==> src/rtl/hmts_pkg.sv <==
package hmts_pkg;

    // widths fixed by the item and register formats
    localparam int DIM_W     = 7;
    localparam int DIM_LIMIT = (1 << DIM_W) - 1;
    localparam int IDX_W     = 13;
    localparam int ADDR_W    = 14;
    localparam int DATA_W    = 32;

    // command queue between front and back
    localparam int QDEPTH = 4;
    localparam int QPTR_W = 2;
    localparam int QCNT_W = 3;

    // opcodes carried in tuser
    localparam logic OP_WRITE = 1'b0;
    localparam logic OP_QUERY = 1'b1;

    // configuration register indexes
    localparam logic CFG_GRID_WIDTH  = 1'b0;
    localparam logic CFG_GRID_HEIGHT = 1'b1;

    typedef struct packed {
        logic [DIM_W-1:0] w;
        logic [DIM_W-1:0] h;
    } t_dims;

    // one queued operation: a grid write or a classified query
    typedef struct packed {
        logic              query;
        logic              direct;
        logic [ADDR_W-1:0] addr;
        logic [DATA_W-1:0] data;
        logic [DATA_W-1:0] frac_y;
    } t_cmd;

endpackage

==> src/rtl/hmts_front.sv <==
module hmts_front #(
    parameter int FRAC_BITS = 16
) (
    input  hmts_pkg::t_dims                   i_dims,
    input  logic                              i_valid,
    output logic                              o_ready,
    input  logic                              i_opcode,
    input  logic [hmts_pkg::IDX_W-1:0]        i_index,
    input  logic [hmts_pkg::DATA_W-1:0]       i_value,
    input  logic signed [hmts_pkg::DATA_W-1:0] i_qx,
    input  logic signed [hmts_pkg::DATA_W-1:0] i_qy,
    input  logic                              i_full,
    output logic                              o_push,
    output hmts_pkg::t_cmd                    o_cmd
);
    import hmts_pkg::*;

    localparam logic [DATA_W-1:0] FRAC_MASK = (DATA_W'(1) << FRAC_BITS) - DATA_W'(1);

    logic [DIM_W:0]          stride;
    logic [DIM_W:0]          rows;
    logic [2*DIM_W+1:0]      node_cnt;
    logic                    write_ok;
    logic signed [DATA_W-1:0] ix;
    logic signed [DATA_W-1:0] iy;
    logic [DIM_W-1:0]        cx;
    logic [DIM_W-1:0]        cy;
    logic signed [39:0]      qx_ext;
    logic signed [39:0]      qy_ext;
    logic signed [39:0]      lim_x;
    logic signed [39:0]      lim_y;
    logic [DATA_W-1:0]       xd;
    logic [DATA_W-1:0]       yd;
    logic                    border;
    logic [ADDR_W:0]         a0_full;

    always_comb begin
        stride   = {1'b0, i_dims.w} + (DIM_W+1)'(1);
        rows     = {1'b0, i_dims.h} + (DIM_W+1)'(1);
        node_cnt = stride * rows;
        write_ok = (2*DIM_W+2)'(i_index) < node_cnt;

        ix = i_qx >>> FRAC_BITS;
        iy = i_qy >>> FRAC_BITS;
        if (ix < 0) begin
            cx = '0;
        end else if (ix > $signed(DATA_W'(i_dims.w))) begin
            cx = i_dims.w;
        end else begin
            cx = ix[DIM_W-1:0];
        end
        if (iy < 0) begin
            cy = '0;
        end else if (iy > $signed(DATA_W'(i_dims.h))) begin
            cy = i_dims.h;
        end else begin
            cy = iy[DIM_W-1:0];
        end

        qx_ext = {{8{i_qx[DATA_W-1]}}, i_qx};
        qy_ext = {{8{i_qy[DATA_W-1]}}, i_qy};
        lim_x  = $signed(40'(i_dims.w) << FRAC_BITS);
        lim_y  = $signed(40'(i_dims.h) << FRAC_BITS);
        xd     = i_qx & FRAC_MASK;
        yd     = i_qy & FRAC_MASK;
        // border, outside, or exactly on a node: a single node read
        border = (qx_ext <= 40'sd0) || (qx_ext >= lim_x) ||
                 (qy_ext <= 40'sd0) || (qy_ext >= lim_y) ||
                 ((xd == '0) && (yd == '0));

        a0_full = (ADDR_W+1)'(cy) * (ADDR_W+1)'(stride) + (ADDR_W+1)'(cx);

        o_ready = !i_full;
        o_cmd   = '0;
        o_push  = 1'b0;
        case (i_opcode)
            OP_WRITE: begin
                o_cmd.query = 1'b0;
                o_cmd.addr  = ADDR_W'(i_index);
                o_cmd.data  = i_value;
                o_push      = i_valid && !i_full && write_ok;
            end
            OP_QUERY: begin
                o_cmd.query  = 1'b1;
                o_cmd.direct = border;
                o_cmd.addr   = a0_full[ADDR_W-1:0];
                o_cmd.data   = xd;
                o_cmd.frac_y = yd;
                o_push       = i_valid && !i_full;
            end
            default: begin
                o_push = 1'b0;
            end
        endcase
    end

endmodule

==> config.mk <==
export PLATFORM = sky130hd
export DESIGN_NAME = hmts_front
export DESIGN_NICKNAME = d
export VERILOG_FILES = /design/src/rtl/hmts_pkg.sv /design/src/rtl/hmts_front.sv
export SDC_FILE = /design/constraint.sdc
export NUM_CORES = 1
export LEC_CHECK = 0
export ABC_AREA = 1
export BUFFER_PORTS_ARGS = -buffer_cell sky130_fd_sc_hd__buf_2
export CAP_MARGIN = 20
export CORE_AREA = 2 2 127 129
export DETAILED_ROUTE_END_ITERATION = 16
export DIE_AREA = 0 0 129 131
export PLACE_DENSITY = 0.71
export SETUP_SLACK_MARGIN = 0.5
export SLEW_MARGIN = 20
export SYNTH_ARGS = -nofsm -noshare
export SYNTH_HDL_FRONTEND = slang
export SYNTH_SLANG_ARGS = --single-unit
export TNS_END_PERCENT = 20
==> constraint.sdc <==
create_clock -name vclk -period 7
set_clock_uncertainty 0.1 [all_clocks]
set_input_delay 0 -clock vclk [all_inputs]
set_output_delay 0 -clock vclk [all_outputs]
set_load 0.02 [all_outputs]
Yosys cells after proc, flatten, opt, wreduce, memory -nomap -nowiden
Index checks and enable logic that the tools add are counted.
Word-level totals
  register bits after elaboration: 0
  word-level logic and storage cells: 34
  output and inout port bits: 82
  bits of input ports: 126
Cells by class
  add/sub/neg operators: 3
  $lt $le $gt $ge: 9
  bitwise gates (word level): 1
  multiply operators: 2
  reduce and logical (&&, ||, !) cells: 10
  muxes and demuxes: 9
Operators with widths (count)
  one-hot mux 46 bit (2 select lines): 1
  greater-or-equal comparator 32 x 24 -> 1 bit: 2
  <= comparator 32 x 1 -> 1 bit, second input constant: 2
  zero test 32 bit: 2
  > comparator 16 x 8 -> 1 bit: 2
  less-than comparator 16 x 1 -> 1 bit, second input constant: 2
  2-to-1 mux 7 bit: 4
  adder 7 x 1 -> 8 bit, second input constant: 2
  less-than comparator 13 x 16 -> 1 bit: 1
  multiplier 8 x 8 -> 16 bit: 1
  2-to-1 mux 16 bit: 1
  adder 14 x 7 -> 14 bit: 1
  multiplier 7 x 8 -> 14 bit: 1
  logical OR 1 bit: 4
  one-hot mux 1 bit (2 select lines): 2
  logical AND 1 bit: 3
  zero test 1 bit: 1
  2-to-1 mux 1 bit: 1
  NOT 1 bit: 1

Depth between registers and ports, before layout
  word-level depth: 6
  mapped depth: 33

Least setup slack after synthesis
Ideal clock, no wire load.
  kind: input -> output
  start: input i_dims[7] (netlist name)
  end: output o_push
  data required time: 6.900 ns
  path slack: 1.991 ns
  data arrival time: 4.909 ns
  cell stages on the path: 31
  path buffers: 0
  cell sequence: ha_1 > nand3_1 > nor2_1 > inv_1 > o21ai_0 > nand2_1 > inv_1 > nand2_1 > fa_1 > inv_1 > fa_1 > fa_1 > inv_1 > fa_1 > inv_1 > ha_1 > nand2_1 > nor3_1 > nand2_1 > nand3_1 > xor2_1 > ha_1 > nand2_1 > nor2_1 > a211oi_1 > nand2_1 > nand2_1 > nand2_1 > nand3b_1 > nand2_1 > inv_1
Between the ends
  cells in the longest elaborated chain, start to end: 5
Ends and longest elaborated chain
  start: declaration: RTL line hmts_front.sv:4  | input hmts_pkg::t_dims i_dims,
  adder 7 x 1 -> 8 bit: RTL line hmts_front.sv:38  | stride = {1'b0, i_dims.w} + (DIM_W+1)'(1);
  multiplier 8 x 8 -> 16 bit: RTL line hmts_front.sv:40  | node_cnt = stride * rows;
  less-than comparator 13 x 16 -> 1 bit: RTL line hmts_front.sv:41  | write_ok = (2*DIM_W+2)'(i_index) < node_cnt;
  logical AND 1 bit: RTL line hmts_front.sv:81  | o_push = i_valid && !i_full && write_ok;
  one-hot mux 1 bit (2 select lines): RTL line hmts_front.sv:76  | case (i_opcode)
  end: declaration: RTL line hmts_front.sv:13  | output logic o_push,
No other way between the ends.

Worst setup path in the final report
Ends and elaborated chain as after synthesis.

==> results <==
- The run finished with clean final reports.
- The via-per-instance ratio is 4.70.
- The area of the die is approximately 17000 µm².
- Summing the sequential cell areas from Yosys gives 0% of the chip area.
- The analysis attributes to net switching a power of 0.735 mW.
- For this run, the post-layout net count is 1414.
- The row count is 46.
- The total power after layout is 1.19 mW.
- The data required time of the worst path is 6900 ps.
- The worst hold path begins at i_full.
- The number of failing hold endpoints at the final stage is 0.
- The clock network fraction of total power is 0%.
- The width of the chip is 129 µm.
- The fraction of the mapped netlist area in compound gates is 9.01%.
- Once placement finished, the instance area stood at between 7000 and 8000 µm².
- The total number of vias is 6261.
- The effective utilization at floorplan is a little under 40%.
- The layout has 1692 filler cells.
- During placement, the flow inserted port buffers numbering 192.
- The floorplan step set the die height to 131 µm.
- The internal power of the cells totals 0.460 mW.
- The cell area that synthesis handed to floorplanning was 6120 µm².
- The congestion estimate from routability-driven global placement came to around 0.94.
- For this block, the initial DRC count from the detailed router was 206.
- In this design, the critical path's most frequently occurring cell is nand2_1.
- The tightest slew margin relative to the limit is approximately a third.
- The delay of the slowest cell on the worst path is 560 ps.
- The kind of path behind the tightest hold check is primary input to output pin.
- Hold is met by 160 ps.
- The number of flip-flops and latches is 0.
- The first detailed-routing pass ran for 7 iterations.
- For this run, global-route usage on met2 was measured as 35.2%.
- Net switching is between 60% and 70% of the power.
- The estimated wirelength of the detail-placed design is 15.0 mm.
- The overall overflow remaining after global route is 0.
- The mux contribution to synthesized area is 0%.
- The global routing stage identified its most utilized layer as met2.
- The number of antenna violations at the first check in global routing was 0.
- The share of final-layout standard cells stronger than drive strength 1 is 20.8%.
- The routed length per instance is 12.7 µm.
- The final layout contains routed wiring with a total length of 16.9 mm.
- For met3 alone, demand over resource in global routing was around 2%.
- At the pin with the least slew margin, the transition time is just under 1000 ps.
- Among cell families on the critical path, the largest total delay comes from adder cells.
- In the final layout, flip-flops and latches occupy 0 µm².
- Counting the clock-network buffers in the layout gives 0.
- The count of nets left with antenna violations once routing finished came out at 0.
- The synthesis warning total is 0.
- The number of diodes added for antenna fixing is 0.
- The total negative slack for setup checks is 0 ps.
- The final critical-path required period is approximately 6000 ps.
- The number of ports placed on the die boundary is approximately 210.
- The first-pass GRT wire length is 28.8 mm.
- The via count of the first global-routing pass is 6092.
- The number of buffers inserted by hold repair at cts is 0.
- The category of the critical setup timing path is primary input to output pin.
- The critical path contains buffers and inverters numbering 8 combined.
- STA classifies the critical path startpoint as a primary input.
- The max-slew violation count is 0.
- After detailed routing, the number of remaining DRC violations is 0.
- The relative contribution of sequential cells to total power is 0%.
- The core box area is 15600 µm².
- Of the total synthesized cell area, the portion taken by full adders, half adders and majority gates is around 43%.
- The combinational family with the most area after synthesis is adder cells.
- The layout overhead on the synthesized area is 17.9%.
- The worst-path maximum fanout is 15.
- For this design the ratio of total power to cell area is between 150 and 200 nW/µm².
- The XOR/XNOR share of the synthesized area is 2.86%.
- The standard cell with the maximum stage delay on the critical path is fa_1.
- For the worst setup path, the data arrival time is 5930 ps.
- Entering global routing, the biggest net connects 61 pins.
- The fraction of the cycle the final worst path needs is 86.1%.
- Each instance of the synthesized netlist takes up on average 6.51 µm².
- The worst setup path is captured at an output pin.
- The fraction of met1 tracks used by global routing is between 20 and 30%.
- The overall routing resource usage is roughly 21%.
- The cell count after synthesis came out at ~940.
- Setup repair after global routing left no endpoint under its margin.
- The achievable clock frequency is 166 MHz.
- Combinational cells account for 100.0% of the total power.
- The path with the worst hold slack has its endpoint at o_ready.
- The synthesized netlist devotes 27.4% of its cell area to simple gates.
- The tool flagged a number of max-cap violations equal to 0.
- The cell count of the worst hold path is 3.
- In this run the static leakage power is 4.48 nW.
- Summing all non-filler instances in the final layout gives an area of 7220 µm².
- The peak supply drop is between 0.1 and 0.15 mV.
- The number of distinct library cells after synthesis is 42.
- The setup-violating endpoint count in the final report is 0.
[how the worst max path moves through the flow]
stage | start | endpoint | slack, ps | cells after the start
after global placement | i_dims[7] | o_push | 1190 | 33
after detailed placement | i_dims[7] | o_push | 1010 | 33
after global routing | i_dims[7] | o_push | 570 | 33
after CTS | i_dims[7] | o_push | 960 | 33
final | i_dims[7] | o_push | 970 | 33
after floorplan | i_dims[7] | o_push | 1990 | 31
[cells in the mapped netlist, drive strengths merged (3+ instances only)]
library cell / count / area share (%)
a21o: 3 / 0.37
a21oi: 44 / 3.8
a31oi: 4 / 0.41
buf: 22 / 2.7
clkbuf: 10 / 0.61
clkinv: 3 / 0.18
fa: 71 / 23
ha: 98 / 20
inv: 226 / 14
nand2: 206 / 13
nand3: 30 / 2.6
nand3b: 4 / 0.49
nand4: 10 / 1.0
nor2: 119 / 7.9
nor3: 10 / 0.98
nor4: 9 / 0.92
o21a: 6 / 0.82
o21ai: 31 / 2.6
o21bai: 3 / 0.37
or2: 6 / 0.61
xnor2: 7 / 1.0
xor2: 13 / 1.9
[worst min-delay path, cell delays in order]
cell   delay (ps)
buf_2          90
inv_1          30
buf_2         140
[stage by stage]
step	utilization [%]	worst slack (ps)	cells
after floorplan	-	1990	956
after global placement	46.2	1190	1333
after detailed placement	46.2	1010	1333
after CTS	46.2	959	1333
after global routing	46.3	565	1333
final	46.3	971	1333
[power groups by stage]
stage	sequential [mW]	combinational, mW	clock (mW)
2_1_floorplan	0	0.891	0
3_3_place_gp	0	1.16	0
3_5_place_dp	0	1.19	0
4_1_cts	0	1.20	0
5_1_grt	0	1.40	0
6_report	0	1.19	0
[area by class of cell]
type,count,area [µm²],share of cell area [%]
inverter,229,862,11.9
multi-input combinational,695,5120,70.9
tap,216,270,3.74
timing repair buffer,193,968,13.4
[timing repair]
| action | in CTS | in global routing |
|---|---|---|
| buffers inserted | 0 | 0 |
| endpoints found under the setup margin | 0 | 1 |
| gates resized for setup | 0 | 2 |
[placed cells by master, fill, tap and decap left out, types with 12 or more instances in the layout]
cell and count:
nand3_1 28, ha_1 98, o21ai_0 30, a21oi_1 41, xor2_1 12, nand2_1 203
inv_1 216, conb_1 16, fa_1 71, buf_2 192, nor2_1 112
[logic make-up (layout without fill, tap and decap cells)]
logic type / Yosys count / after routing
simple gates: 394 / 394
buf+inv: 261 / 422
fa+ha+maj: 169 / 169
compound gates: 96 / 96
xor+xnor: 20 / 20
other cells: 1 / 16
[per-layer routing]
metal  up-vias  wire length, µm
li1       3197                -
met1      2815             7990
met2       237             7550
met3        12             1200
met4         0              153
met5         -                0
(Power assumes the default switching activity.)
