<file path="src/rtl/hmts_pkg.sv">
package hmts_pkg;

    // widths fixed by the item and register formats
    localparam int DIM_W     = 7;
    localparam int DIM_LIMIT = (1 << DIM_W) - 1;
    localparam int IDX_W     = 13;
    localparam int ADDR_W    = 14;
    localparam int DATA_W    = 32;

    // command queue between front and back
    localparam int QDEPTH = 4;
    localparam int QPTR_W = 2;
    localparam int QCNT_W = 3;

    // opcodes carried in tuser
    localparam logic OP_WRITE = 1'b0;
    localparam logic OP_QUERY = 1'b1;

    // configuration register indexes
    localparam logic CFG_GRID_WIDTH  = 1'b0;
    localparam logic CFG_GRID_HEIGHT = 1'b1;

    typedef struct packed {
        logic [DIM_W-1:0] w;
        logic [DIM_W-1:0] h;
    } t_dims;

    // one queued operation: a grid write or a classified query
    typedef struct packed {
        logic              query;
        logic              direct;
        logic [ADDR_W-1:0] addr;
        logic [DATA_W-1:0] data;
        logic [DATA_W-1:0] frac_y;
    } t_cmd;

endpackage

</file>
<file path="src/rtl/hmts_queue.sv">
module hmts_queue (
    input  logic           i_clk,
    input  logic           i_rst_n,
    input  logic           i_push,
    input  hmts_pkg::t_cmd i_cmd,
    input  logic           i_pop,
    output hmts_pkg::t_cmd o_head,
    output logic           o_full,
    output logic           o_empty
);
    import hmts_pkg::*;

    t_cmd              r_slot [QDEPTH];
    logic [QPTR_W-1:0] r_wr_ptr;
    logic [QPTR_W-1:0] r_rd_ptr;
    logic [QCNT_W-1:0] r_count;
    logic [QCNT_W-1:0] n_count;

    always_comb begin
        n_count = r_count;
        case ({i_push, i_pop})
            2'b10:   n_count = r_count + QCNT_W'(1);
            2'b01:   n_count = r_count - QCNT_W'(1);
            default: n_count = r_count;
        endcase
    end

    always_ff @(posedge i_clk) begin
        if (!i_rst_n) begin
            r_wr_ptr <= '0;
            r_rd_ptr <= '0;
            r_count  <= '0;
        end else begin
            if (i_push) begin
                r_wr_ptr <= r_wr_ptr + QPTR_W'(1);
            end
            if (i_pop) begin
                r_rd_ptr <= r_rd_ptr + QPTR_W'(1);
            end
            r_count <= n_count;
        end
    end

    always_ff @(posedge i_clk) begin
        if (i_push) begin
            r_slot[r_wr_ptr] <= i_cmd;
        end
    end

    assign o_head  = r_slot[r_rd_ptr];
    assign o_full  = (r_count == QCNT_W'(QDEPTH));
    assign o_empty = (r_count == '0);

`ifndef SYNTHESIS
    a_no_overflow: assert property (@(posedge i_clk) disable iff (!i_rst_n)
        (r_count == QCNT_W'(QDEPTH)) |-> !i_push)
        else $error("queue push while full");
    a_no_underflow: assert property (@(posedge i_clk) disable iff (!i_rst_n)
        (r_count == '0) |-> !i_pop)
        else $error("queue pop while empty");
    a_count_up: assert property (@(posedge i_clk) disable iff (!i_rst_n)
        (i_push && !i_pop) |=> (r_count == $past(r_count) + QCNT_W'(1)))
        else $error("queue count lost a push");
`endif

endmodule

</file>
<file path="config.mk">
export PLATFORM = sky130hd
export DESIGN_NAME = hmts_queue
export DESIGN_NICKNAME = d
export VERILOG_FILES = /design/src/rtl/hmts_pkg.sv /design/src/rtl/hmts_queue.sv
export SDC_FILE = /design/constraint.sdc
export NUM_CORES = 1
export LEC_CHECK = 0
export ABC_AREA = 1
export BUFFER_PORTS_ARGS = -buffer_cell sky130_fd_sc_hd__buf_4
export CAP_MARGIN = 30
export CORE_UTILIZATION = 48
export CTS_BUF_LIST = sky130_fd_sc_hd__clkbuf_16
export DETAILED_ROUTE_END_ITERATION = 6
export PLACE_DENSITY = 0.69
export SYNTH_ARGS = -nofsm -noshare
export SYNTH_HDL_FRONTEND = slang
export SYNTH_SLANG_ARGS = --single-unit
</file>
<file path="constraint.sdc">
create_clock -name i_clk -period 4.7 [get_ports i_clk]
set_input_delay 0.94 -clock i_clk [delete_from_list [all_inputs] [get_ports i_clk]]
set_output_delay 0.94 -clock i_clk [all_outputs]
set_load 0.03 [all_outputs]
</file>
### Word-level counts from Yosys, hierarchy flattened

Memory sizes are Yosys's and may differ from the RTL's. A register that Yosys moved wholly into a read port is not among the register bits.
Index checks and enable logic that the tools add are counted.

| cells by class | value |
|---|---|
| $add $sub $neg | 4 |
| equal/unequal tests | 3 |
| mux-type cells | 5 |
| reduce and logical (&&, ||, !) cells | 2 |

Operators with widths:

| kind | number |
|---|---|
| $pmux W3 S2 | 1 |
| $add A2 B1 Y2 const B | 2 |
| $mux W2 | 2 |
| $add A3 B1 Y3 const B | 1 |
| $eq A3 B3 Y1 const B | 1 |
| $logic_not A3 Y1 | 1 |
| $sub A3 B1 Y3 const B | 1 |
| $eq A2 B1 Y1 const B | 1 |
| $eq A2 B2 Y1 const B | 1 |
| $mux W1 | 2 |
| $reduce_bool A2 Y1 | 1 |

| word-level totals | value |
|---|---|
| bits in registers | 7 |
| bits in writable memories | 320 |
| input port bits | 84 |
| output and inout bits | 82 |
| word-level logic and storage cells | 18 |
| memories kept | 1 |

Memory list:

| name | depth | bits a word | rd ports | clocked after Yosys merged registers in | wr ports | RTL line | text |
|---|---|---|---|---|---|---|---|
| r_slot | 4 | 80 | 1 | 1 | 1 | hmts_queue.sv:13 | `t_cmd r_slot [QDEPTH];` |

### Depth between registers and ports, before layout

Gate-level depths: netlist (run 1).

| depth | value |
|---|---|
| word-level depth | 3 |
| gate-level depth with buffers | 10 |
| mapped depth without buffers | 10 |

### Worst setup path after synthesis (run 1)

OpenSTA, ideal clock, no wires.

| timing path | value |
|---|---|
| path type | in2reg |
| from | input port i_push |
| to | memory r_slot[0][0] (netlist bit) (enable) |
| setup time | 0.434 ns |
| arrival | 2.524 ns |
| data required time | 4.266 ns |
| slack | 1.743 ns |
| stages on the path | 2 |
| path buffers | 0 |
| path through | nand2_1 -> inv_1 |

| between the ends | value |
|---|---|
| longest elaborated chain between the ends | 2 |

Ends and longest elaborated chain:

| what | RTL line | text |
|---|---|---|
| start, declared | hmts_queue.sv:4 | `input logic i_push,` |
| $mux W1 | hmts_queue.sv:45 | `if (i_push) begin` |
| $mux W1 (not written as such) | hmts_queue.sv:46 | `r_slot[r_wr_ptr] <= i_cmd;` |
| end, declared | hmts_queue.sv:13 |  |

No other way between the ends.

==> metrics.yaml, run 1 <==
synthesis:
  synthTopCellsByArea: "edfxtp_1, o21ai_0, nor2_1"
  syn_inst: 831
  yosys-top-cells-count: "edfxtp_1, nor2_1, o21ai_0"
  synth.net_count: 921
  synth_seq_cells: 329
  synth.avg_cell_area_um2: 14.76
  fraction_of_synthesized_cell_area_taken_by_the_top_area_cell_type_pct: 78.36
  syn_area_mm2: 0.01226
  post-synth-top-count-cell: "edfxtp_1"
  yosys.cell_types.count: 20
  yosys_most_used_dff: "edfxtp_1"
  synth-seq-area-share_pct: 79.83
  synthArstFlopShare_pct: 0
  yosys_warnings: 0
  synth_area_leader_cell: "edfxtp_1"
  synth_edf_count: 320
cts:
  h_tree_level_count: 2
  clk_latency_ns: 0.50
  clk_pin_slew_ns: 0.06
  post-cts-setup-buffers: 0
  numCtsBuffers: 34
  cts-root-buf: "clkbuf_16"
  clk_path_buf_depth: 3
  cts_tree: "built"
  tritoncts_num_sinks: 329
  cts_repair_resize_count: 0
  cts_hold_buf: 0
setup_path:
  cp_max_fo: 74
  rr_startpoint: "r_wr_ptr[0]$_SDFFE_PN0P_"
  arrival_ns: 2.57
  endpoint_kind: "output pin"
  r2r_setup_slack_ns: 2.72
  timing_worst_setup_path_type: "reg2out"
  worst_r2r_endpoint: "r_slot[2][27]$_DFFE_PP_"
  timing.critical_path.from_type: "flip-flop"
  register_to_register_path_depth: 5
  critPathRequiredTime_ns: 3.76
grt:
  grt_pass1_wl_um: 37520
  grt_max_degree: 92
  initial_antenna_violation_count: 0
  globalRouteOverflowTotal: 0
  groute.usage.overall_pct: 18.63
  grt_pass1_vias: 6935
place:
  place_area_mm2: 0.01375
  place_hpwl_um: 13150
  detailedPlace.worstSlack_ns: 1.723
  gp_congestion: 0.6953
  port_buffers: 165
finish:
  layout.filler_cells: 1955
  area_delta_synth_final_pct: 21.36
  post-route-util_pct: 59.27
  post_route_cell_area_mm2: 0.01488
  post_route_cells_drive_above_1_share_pct: 22.99
  nets: 1083
  antenna_cells: 0
detailed_routing:
  detail-route-antenna-nets: 0
  finalWirelength_um: 24660
  detail_route.wl_per_cell_um: 18.29
  detailedRoute.firstIterationViolations: 518
  dr_total_vias: 7243
  drc: 0
  detail_route.vias_per_cell: 5.373
  drt_pre_antenna_iters: 4
timing:
  max_clock_freq_mhz: 285.0
  finalHoldViolations: 0
  min_period_ns: 3.508
  timing.clock.skew_ns: 0.01158
  setup_repair_after_global_routing_missed_its_margin: "false"
  final.setup.worst_slack_ns: 1.192
  worstMarginPinSlew_ns: 0.9368
  finalSetupViolCount: 0
  slew-limit-headroom_pct: 37.55
  fin_crit_sh_pct: 74.64
  final-max-slew-violation-count: 0
  fin_hold_ws_ns: 0.4413
  fin_tns_setup_ns: 0
hold_path:
  whs_path_depth: 1
  worst_hold_path_type: "reg2reg"
  worst_hold_startpoint: "r_rd_ptr[1]$_SDFFE_PN0P_"
pwr:
  total_leakage_power_nw: 5.273
  max-vdd-ir-drop_mv: 0.3286
  power_per_cell_area_mw_per_mm2: 459.2
die:
  dieArea_mm2: 0.02619
  initial_utilization_pct: 48.84
  core_area_mm2: 0.02511
  die_x_um: 161.8
  die_h_um: 161.8
  count_of_standard_cell_rows: 58
  io_pins: 166
job:
  maxCapViolations: 0
outcome:
  run_status: "finished, final reports clean"
==> critical path: stages, from the launching register on <==
cell and delay [ns]:
dfxtp_4 0.64, buf_4 0.65, o21ai_0 0.27, o22ai_1 0.27, buf_4 0.19
==> flip-flops by register name, indices dropped and copies added (netlist names), named ones only <==
| signal | cells |
|---|---|
| r_slot | 320 |
| r_count | 3 |
| r_wr_ptr | 2 |
| r_rd_ptr | 2 |
==> layout make-up <==
cell class              instances  area [um^2]  share of cell area (%)
repair buffers                178         1361                   9.147
flip-flops and latches        329         9794                   65.81
inverters                      17        78.83                  0.5296
multi-input cells             433         2106                   14.15
clock buffers                  37        925.9                   6.221
well taps                     330        412.9                   2.774
clock inverters                24        203.9                   1.370
==> worst max-delay path by stage <==
| stage | slack, ns | endpoint | cells past startpoint |
|---|---|---|---|
| detailed placement | 1.72 | o_head[18] | 4 |
| floorplan | 1.74 | r_slot[0][0]$_DFFE_PP_ | 2 |
| finish | 1.19 | o_head[6] | 4 |
| global placement | 1.77 | o_head[18] | 4 |
| CTS | 1.17 | o_head[6] | 4 |
| global route | 1.04 | o_head[6] | 4 |
==> per-layer routing <==
metal	track usage [%]	vias to the layer above	part of all wire [%]
li1	-	3452	-
met1	24.31	3538	42
met2	31.10	226	49
met3	4.648	27	7.0
met4	5.146	0	1.5
met5	0	-	0
==> per-stage QoR <==
stage / power [mW] / std cells
detailed placement: 4.237 / 1287
finish: 6.834 / 1348
global route: 7.066 / 1348
global placement: 4.225 / 1287
floorplan: 3.915 / 831
CTS: 6.892 / 1348
==> cells by family after synthesis <==
kind of cell | after synthesis | synth area share [%]
AND/OR/NAND/NOR | 176 | 5.438
buffers and inverters | 69 | 3.000
AO/OA/AOI/OAI | 251 | 11.06
adder cells (fa/ha/maj) | 6 | 0.6734
flip-flops | 329 | 79.83
==> report_power, final <==
part | switching, mW | leakage, nW | internal, mW
clock network | 1.03 | 0.594 | 1.63
registers | 0.0344 | 3.01 | 3.35
logic | 0.525 | 1.66 | 0.257
==> layout by cell type, fill, tap and decap left out <==
cell       count
inv_2          1
o21ai_1       10
nor2_1       163
bufinv_16      4
nand2_1        9
dfxtp_1        7
dfxtp_4        1
clkbuf_16     37
dfxtp_2        1
buf_12         2
inv_4          4
nor3_1         2
clkinv_1       4
inv_6          1
o22ai_1       80
ha_1           5
fa_1           1
clkinv_2       7
nand4_1        1
buf_4        176
o21ai_0      156
nand3_1        1
inv_1         20
edfxtp_1     320
a21oi_1        5
Power figures use the tool's default switching activity.
==> run 2, diff against run 1 <==
--- a/config.mk
+++ b/config.mk
@@ -5,13 +5,13 @@
 export SDC_FILE = /design/constraint.sdc
 export NUM_CORES = 1
 export LEC_CHECK = 0
-export ABC_AREA = 1
+export ABC_AREA = 0
 export BUFFER_PORTS_ARGS = -buffer_cell sky130_fd_sc_hd__buf_4
 export CAP_MARGIN = 30
 export CORE_UTILIZATION = 48
 export CTS_BUF_LIST = sky130_fd_sc_hd__clkbuf_16
 export DETAILED_ROUTE_END_ITERATION = 6
-export PLACE_DENSITY = 0.69
+export PLACE_DENSITY = 0.72
 export SYNTH_ARGS = -nofsm -noshare
 export SYNTH_HDL_FRONTEND = slang
 export SYNTH_SLANG_ARGS = --single-unit
==> constraint.sdc (replaced) <==
create_clock -name i_clk -period 2.95 [get_ports i_clk]
set_input_delay 0.59 -clock i_clk [delete_from_list [all_inputs] [get_ports i_clk]]
set_output_delay 0.59 -clock i_clk [all_outputs]
set_load 0.03 [all_outputs]
==> metrics.yaml, run 2 <==
outcome:
  run_status: "finished, final reports clean"  # unchanged
setup_path:
  cell_type_group_with_the_largest_total_delay_on_the_critical_path: "buffers and inverters"  # unchanged
  critical_path.n_buffers_inverters: 2  # unchanged
  rr_startpoint: "r_wr_ptr[0]$_SDFFE_PN0P_"  # unchanged
  timing.critical_path.from_type: "flip-flop"  # unchanged
  r2r_setup_slack_ns: 1.17  # was 2.72 ns
  cp_max_fo: 62  # was 74
  timing_worst_setup_path_type: "reg2out"  # unchanged
  worstPathCellList: "buf_12 > mux4_2 > buf_4"  # was buf_4 > o21ai_0 > o22ai_1 > buf_4
  endpoint_kind: "output pin"  # unchanged
  arrival_ns: 2.09  # was 2.57 ns
  critPathMaxStageDelay_ns: 0.59  # was 0.65 ns
  crit_path_top_delay_cell: "mux4_2"  # was buf_4
  critPathRequiredTime_ns: 2.36  # was 3.76 ns
synthesis:
  fraction_of_synthesized_cell_area_taken_by_the_top_area_cell_type_pct: 79.57  # was 78.36%
  yosys-top-cells-count: "edfxtp_1, mux4_2, and2_1"  # was edfxtp_1, nor2_1, o21ai_0
  synth.net_count: 554  # was 921
  synth_edf_count: 320  # unchanged
  synth-seq-area-share_pct: 81.06  # was 79.83%
  synth_seq_cells: 329  # unchanged
  synth.avg_cell_area_um2: 26.03  # was 14.76 um^2
  yosys_most_used_dff: "edfxtp_1"  # unchanged
  syn_area_mm2: 0.01208  # was 0.01226 mm^2
  synthTopCellsByArea: "edfxtp_1, mux4_2, dfxtp_1"  # was edfxtp_1, o21ai_0, nor2_1
  post-synth-top-count-cell: "edfxtp_1"  # unchanged
  syn_inst: 464  # was 831
  synthArstFlopShare_pct: 0  # unchanged
  yosys.cell_types.count: 21  # was 20
  synth_area_leader_cell: "edfxtp_1"  # unchanged
  yosys_warnings: 0  # unchanged
cts:
  clk_pin_slew_ns: 0.06  # about the same
  cts_repair_resize_count: 0  # unchanged
  post-cts-setup-buffers: 0  # unchanged
  cts_tree: "built"  # unchanged
  cts_hold_buf: 0  # unchanged
  clk_latency_ns: 0.49  # was 0.50 ns
  cts-root-buf: "clkbuf_16"  # unchanged
  clk_path_buf_depth: 3  # unchanged
  numCtsBuffers: 34  # unchanged
  tritoncts_num_sinks: 329  # unchanged
  h_tree_level_count: 2  # unchanged
place:
  detailedPlace.worstSlack_ns: 0.7396  # was 1.723 ns
  numPlacedInstances: 949  # was 1287
  gp_congestion: 0.7140  # was 0.6953
  place_area_mm2: 0.01370  # was 0.01375 mm^2
  port_buffers: 165  # unchanged
  place_hpwl_um: 13170  # was 13150 um
pwr:
  p_int_mw: 8.392  # was 5.241 mW
  seqPwrFrac_pct: 49.9  # was 49.6%
  power.share.combinational_pct: 12.6  # was 11.4%
  power.switching_mw: 2.498  # was 1.593 mW
  power_per_cell_area_mw_per_mm2: 735.6  # was 459.2 mW/mm^2
  power.switching_fraction_pct: 22.94  # was 23.31%
  max-vdd-ir-drop_mv: 0.5189  # was 0.3286 mV
  power.total_mw: 10.89  # was 6.834 mW
  total_leakage_power_nw: 5.049  # was 5.273 nW
  power_frac_clock_pct: 37.5  # was 39.0%
finish:
  final_common_cell: "edfxtp_1"  # unchanged
  nets: 751  # was 1083
  antenna_cells: 0  # unchanged
  reg.largest.list: "r_slot: 320 flops, r_count: 3 flops"  # unchanged
  area_delta_synth_final_pct: 22.59  # was 21.36%
  most_used_cells_in_the_layout_excluding_fill_and_tap_cells: "edfxtp_1, buf_4, mux4_2"  # was edfxtp_1, buf_4, nor2_1
  stdcell_count: 1011  # was 1348
  largest_register_ff_count: 320  # unchanged
  largest-register: "r_slot"  # unchanged
  post-route-util_pct: 60.52  # was 59.27%
  post_route_cell_area_mm2: 0.01480  # was 0.01488 mm^2
  post_route_cells_drive_above_1_share_pct: 46.00  # was 22.99%
timing:
  max_clock_freq_mhz: 373.5
  min_period_ns: 2.677
  setup_repair_after_global_routing_missed_its_margin: "false"  # unchanged
  worstMarginPinSlew_ns: 0.5776  # was 0.9368 ns
  fin_hold_ws_ns: 0.2892  # was 0.4413 ns
  final-max-slew-violation-count: 0  # unchanged
  fin_tns_setup_ns: 0  # unchanged
  final.setup.worst_slack_ns: 0.2728  # was 1.192 ns
  finalSetupViolCount: 0  # unchanged
  slew-limit-headroom_pct: 61.49  # was 37.55%
  finalHoldViolations: 0  # unchanged
  fin_crit_sh_pct: 90.75
  timing.clock.skew_ns: 0.009480  # was 0.01158 ns
detailed_routing:
  detail_route.vias_per_cell: 5.386  # was 5.373
  finalWirelength_um: 21560  # was 24660 um
  dr_total_vias: 5445  # was 7243
  detail_route.wl_per_cell_um: 21.32  # was 18.29 um
  detailedRoute.firstIterationViolations: 236  # was 518
  drt_pre_antenna_iters: 4  # unchanged
  detail-route-antenna-nets: 0  # unchanged
  drc: 0  # unchanged
die:
  dieArea_mm2: 0.02580  # was 0.02619 mm^2
  count_of_standard_cell_rows: 57  # was 58
  die_x_um: 160.6  # was 161.8 um
  die_h_um: 160.6  # was 161.8 um
  core_area_mm2: 0.02446  # was 0.02511 mm^2
  initial_utilization_pct: 49.37  # was 48.84%
  io_pins: 166  # unchanged
grt:
  globalRouteOverflowTotal: 0  # unchanged
  initial_antenna_violation_count: 0  # unchanged
  grt_max_degree: 63  # was 92
  groute.usage.overall_pct: 17.16  # was 18.63%
  grt_pass1_vias: 5975  # was 6935
  grt_pass1_wl_um: 33380  # was 37520 um
job:
  maxCapViolations: 0  # unchanged
hold_path:
  worst_hold_path_type: "in2reg"  # was reg2reg
  worst_hold_startpoint: "i_cmd[25]"  # was r_rd_ptr[1]$_SDFFE_PN0P_
==> run 2: cell count changes after synthesis, sizes merged, moves of 11 or more <==
cell,delta
mux4,+80
clkbuf,-38
o21ai,-164
nor2,-163
o22ai,-80
inv,-11
==> run 2: power by group through the flow <==
| stage | Sequential, mW | Combinational, mW | Clock (mW) |
|---|---|---|---|
| 2_1_floorplan | 5.51 | 0.901 | 0 |
| 4_1_cts | 5.43 | 1.40 | 4.19 |
| 6_report | 5.43 | 1.37 | 4.09 |
| 5_1_grt | 5.45 | 1.45 | 4.37 |
| 3_5_place_dp | 5.53 | 1.40 | 0 |
| 3_3_place_gp | 5.51 | 1.37 | 0 |
==> run 2: final cells by class <==
cell class / instances / area, um^2
sequential: 329 / 9797
tap: 324 / 405.4
clock buffer: 37 / 925.9
timing repair buffer: 179 / 1419
inverter: 6 / 22.52
clock inverter: 25 / 175.2
multi-input combinational: 111 / 2059
fill: 1703 / 9658
==> run 2: worst paths after layout <==
kind,cells after the start,endpoint
hold reg to reg,2,r_count[2]$_SDFFE_PN0P_
hold / removal,1,r_slot[1][25]$_DFFE_PP_
setup reg to reg,3,r_slot[1][24]$_DFFE_PP_
setup / recovery,3,o_head[61]
==> run 2: kinds of logic (layout without fill, tap and decap cells) <==
group           Yosys count  count (layout)  synth area share, %
buf+inv                  24             247                1.968
fa+ha+maj                 6               6               0.6838
mux                      81              81                15.00
xor+xnor                  5               5               0.3627
compound gates            3               3               0.1451
simple gates             16              16               0.7771
flops                   329             329                81.06
==> run 2: per-layer routing <==
| metal | track usage [%] | up-vias | part of all wire, % |
|---|---|---|---|
| met5 | 0 | - | 0 |
| met4 | 4.113 | 0 | 1.5 |
| met3 | 4.830 | 34 | 6.8 |
| met2 | 30.28 | 180 | 53 |
| met1 | 20.91 | 2856 | 39 |
| li1 | - | 2375 | - |
==> run 3, diff against run 2 <==
--- a/config.mk
+++ b/config.mk
@@ -11,7 +11,8 @@
 export CORE_UTILIZATION = 48
 export CTS_BUF_LIST = sky130_fd_sc_hd__clkbuf_16
 export DETAILED_ROUTE_END_ITERATION = 6
-export PLACE_DENSITY = 0.72
+export GPL_TIMING_DRIVEN = 0
+export PLACE_DENSITY_LB_ADDON = 0.05
 export SYNTH_ARGS = -nofsm -noshare
 export SYNTH_HDL_FRONTEND = slang
 export SYNTH_SLANG_ARGS = --single-unit
==> metrics.yaml, run 3 (synthesized netlist as in run 2, its figures left out) <==
cts:
  cts-root-buf: "clkbuf_16"  # unchanged
  clk_latency_ns: 0.50  # was 0.49 ns
  clk_pin_slew_ns: 0.06  # about the same
  cts_tree: "built"  # unchanged
  clk_path_buf_depth: 3  # unchanged
  cts_hold_buf: 0  # unchanged
  numCtsBuffers: 35  # was 34
  h_tree_level_count: 2  # unchanged
  cts_repair_resize_count: 0  # unchanged
  tritoncts_num_sinks: 329  # unchanged
  post-cts-setup-buffers: 0  # unchanged
timing:
  fin_tns_setup_ns: 0  # unchanged
  setup_repair_after_global_routing_missed_its_margin: "false"  # unchanged
  finalSetupViolCount: 0  # unchanged
  worstMarginPinSlew_ns: 0.6452  # was 0.5776 ns
  timing.clock.skew_ns: 0.006196  # was 0.009480 ns
  slew-limit-headroom_pct: 56.99  # was 61.49%
  min_period_ns: 2.681  # was 2.677 ns
  finalHoldViolations: 0  # unchanged
  fin_hold_ws_ns: 0.2852  # was 0.2892 ns
  fin_crit_sh_pct: 90.88  # was 90.75%
  max_clock_freq_mhz: 373.0  # was 373.5 MHz
  final-max-slew-violation-count: 0  # unchanged
job:
  maxCapViolations: 0  # unchanged
setup_path:
  timing_worst_setup_path_type: "reg2out"  # unchanged
  critPathRequiredTime_ns: 2.36  # about the same
  timing.critical_path.from_type: "flip-flop"  # unchanged
  endpoint_kind: "output pin"  # unchanged
  cp_max_fo: 10  # was 62
  arrival_ns: 2.09  # about the same
finish:
  largest_register_ff_count: 320  # unchanged
  largest-register: "r_slot"  # unchanged
  post_route_cell_area_mm2: 0.01489  # was 0.01480 mm^2
  post_route_cells_drive_above_1_share_pct: 45.20  # was 46.00%
  stdcell_count: 1012  # was 1011
  nets: 759  # was 751
  most_used_cells_in_the_layout_excluding_fill_and_tap_cells: "edfxtp_1, buf_4, mux4_2"  # unchanged
  reg.largest.list: "r_slot: 320 flops, r_count: 3 flops"  # unchanged
  antenna_cells: 0  # unchanged
  area_delta_synth_final_pct: 23.31  # was 22.59%
  layout.filler_cells: 1741  # was 1703
  final_common_cell: "edfxtp_1"  # unchanged
detailed_routing:
  detail-route-antenna-nets: 0  # unchanged
  detailedRoute.firstIterationViolations: 278  # was 236
  finalWirelength_um: 21460  # was 21560 um
  dr_total_vias: 5376  # was 5445
  detail_route.vias_per_cell: 5.312  # was 5.386
  drt_pre_antenna_iters: 4  # unchanged
  detail_route.wl_per_cell_um: 21.20  # was 21.32 um
  drc: 0  # unchanged
die:
  die_h_um: 160.6  # unchanged
  initial_utilization_pct: 49.37  # unchanged
  io_pins: 166  # unchanged
  die_x_um: 160.6  # unchanged
  dieArea_mm2: 0.02580  # unchanged
  core_area_mm2: 0.02446  # unchanged
  count_of_standard_cell_rows: 57  # unchanged
pwr:
  power_per_cell_area_mw_per_mm2: 729.1  # was 735.6 mW/mm^2
  total_leakage_power_nw: 5.085  # was 5.049 nW
  max-vdd-ir-drop_mv: 0.5709  # was 0.5189 mV
grt:
  grt_pass1_vias: 5958  # was 5975
  grt_max_degree: 46  # was 63
  globalRouteOverflowTotal: 0  # unchanged
  initial_antenna_violation_count: 0  # unchanged
  groute.usage.overall_pct: 17.24  # was 17.16%
  grt_pass1_wl_um: 33040  # was 33380 um
place:
  place_hpwl_um: 13030  # was 13170 um
  numPlacedInstances: 957  # was 949
  port_buffers: 165  # unchanged
  place_area_mm2: 0.01384  # was 0.01370 mm^2
  gp_congestion: 0.6881  # was 0.7140
outcome:
  run_status: "finished, final reports clean"  # unchanged
hold_path:
  worst_hold_path_type: "in2reg"  # unchanged
[run 3: cell types whose count changed in the layout (fill, tap and decap cells not counted)]
cell / delta
buf_12: +2
inv_6: -1
clkinv_4: -2
buf_6: +1
clkinv_2: -7
clkinv_1: +4
buf_4: -8
dfxtp_1: +2
buf_2: +8
dfxtp_4: -2
buf_16: +4
[run 3: final cells by class]
cell class | count | area (um^2) | area share, %
clock buffers | 37 | 925.9 | 6.217
well taps | 324 | 405.4 | 2.722
clock inverters | 19 | 128.9 | 0.8654
flip-flops and latches | 329 | 9789 | 65.74
repair buffers | 169 | 1349 | 9.057
plain buffers | 17 | 211.5 | 1.420
multi-input cells | 111 | 2059 | 13.83
inverters | 6 | 22.52 | 0.1512
[run 3: stage by stage]
| step | total power, mW | util (%) | setup WS [ns] |
|---|---|---|---|
| after detailed placement | 6.979 | 56.58 | 0.5577 |
| final | 10.86 | 60.88 | 0.2690 |
| after global placement | 6.948 | 56.09 | -1.658 |
| after floorplan | 6.413 | - | 0.04998 |
| after CTS | 11.00 | 60.89 | 0.01046 |
| after global routing | 11.24 | 60.88 | 0.1683 |
[run 3: worst max-delay path, cell delays in order, from the launching register on]
cell and delay (ns):
dfxtp_1 0.65, buf_2 0.39, mux4_2 0.35, buf_4 0.19
[run 3: routing by layer]
layer	wire (um)	vias to the layer above	global-route usage, %	part of all wire [%]
met4	407	0	5.584	1.9
met2	11000	141	29.06	51
li1	-	2391	-	-
met1	8674	2803	21.75	40
met3	1377	41	4.726	6.4
met5	0	-	0	0
[run 3: worst paths after layout]
kind	startpoint	to	slack (ns)	cells after the start
max	flip-flop	o_head[22]	0.27	3
min	i_cmd[18]	r_slot[3][18]$_DFFE_PP_	0.29	1
max reg2reg	r_wr_ptr[0]$_SDFFE_PN0P_	r_slot[0][58]$_DFFE_PP_	1.11	4
min reg2reg	r_count[2]$_SDFFE_PN0P_	r_count[2]$_SDFFE_PN0P_	0.57	2
[run 3: power breakdown]
part,switching (mW),internal [mW]
clock,1.60,2.41
combinational,0.809,0.622
sequential,0.0536,5.37
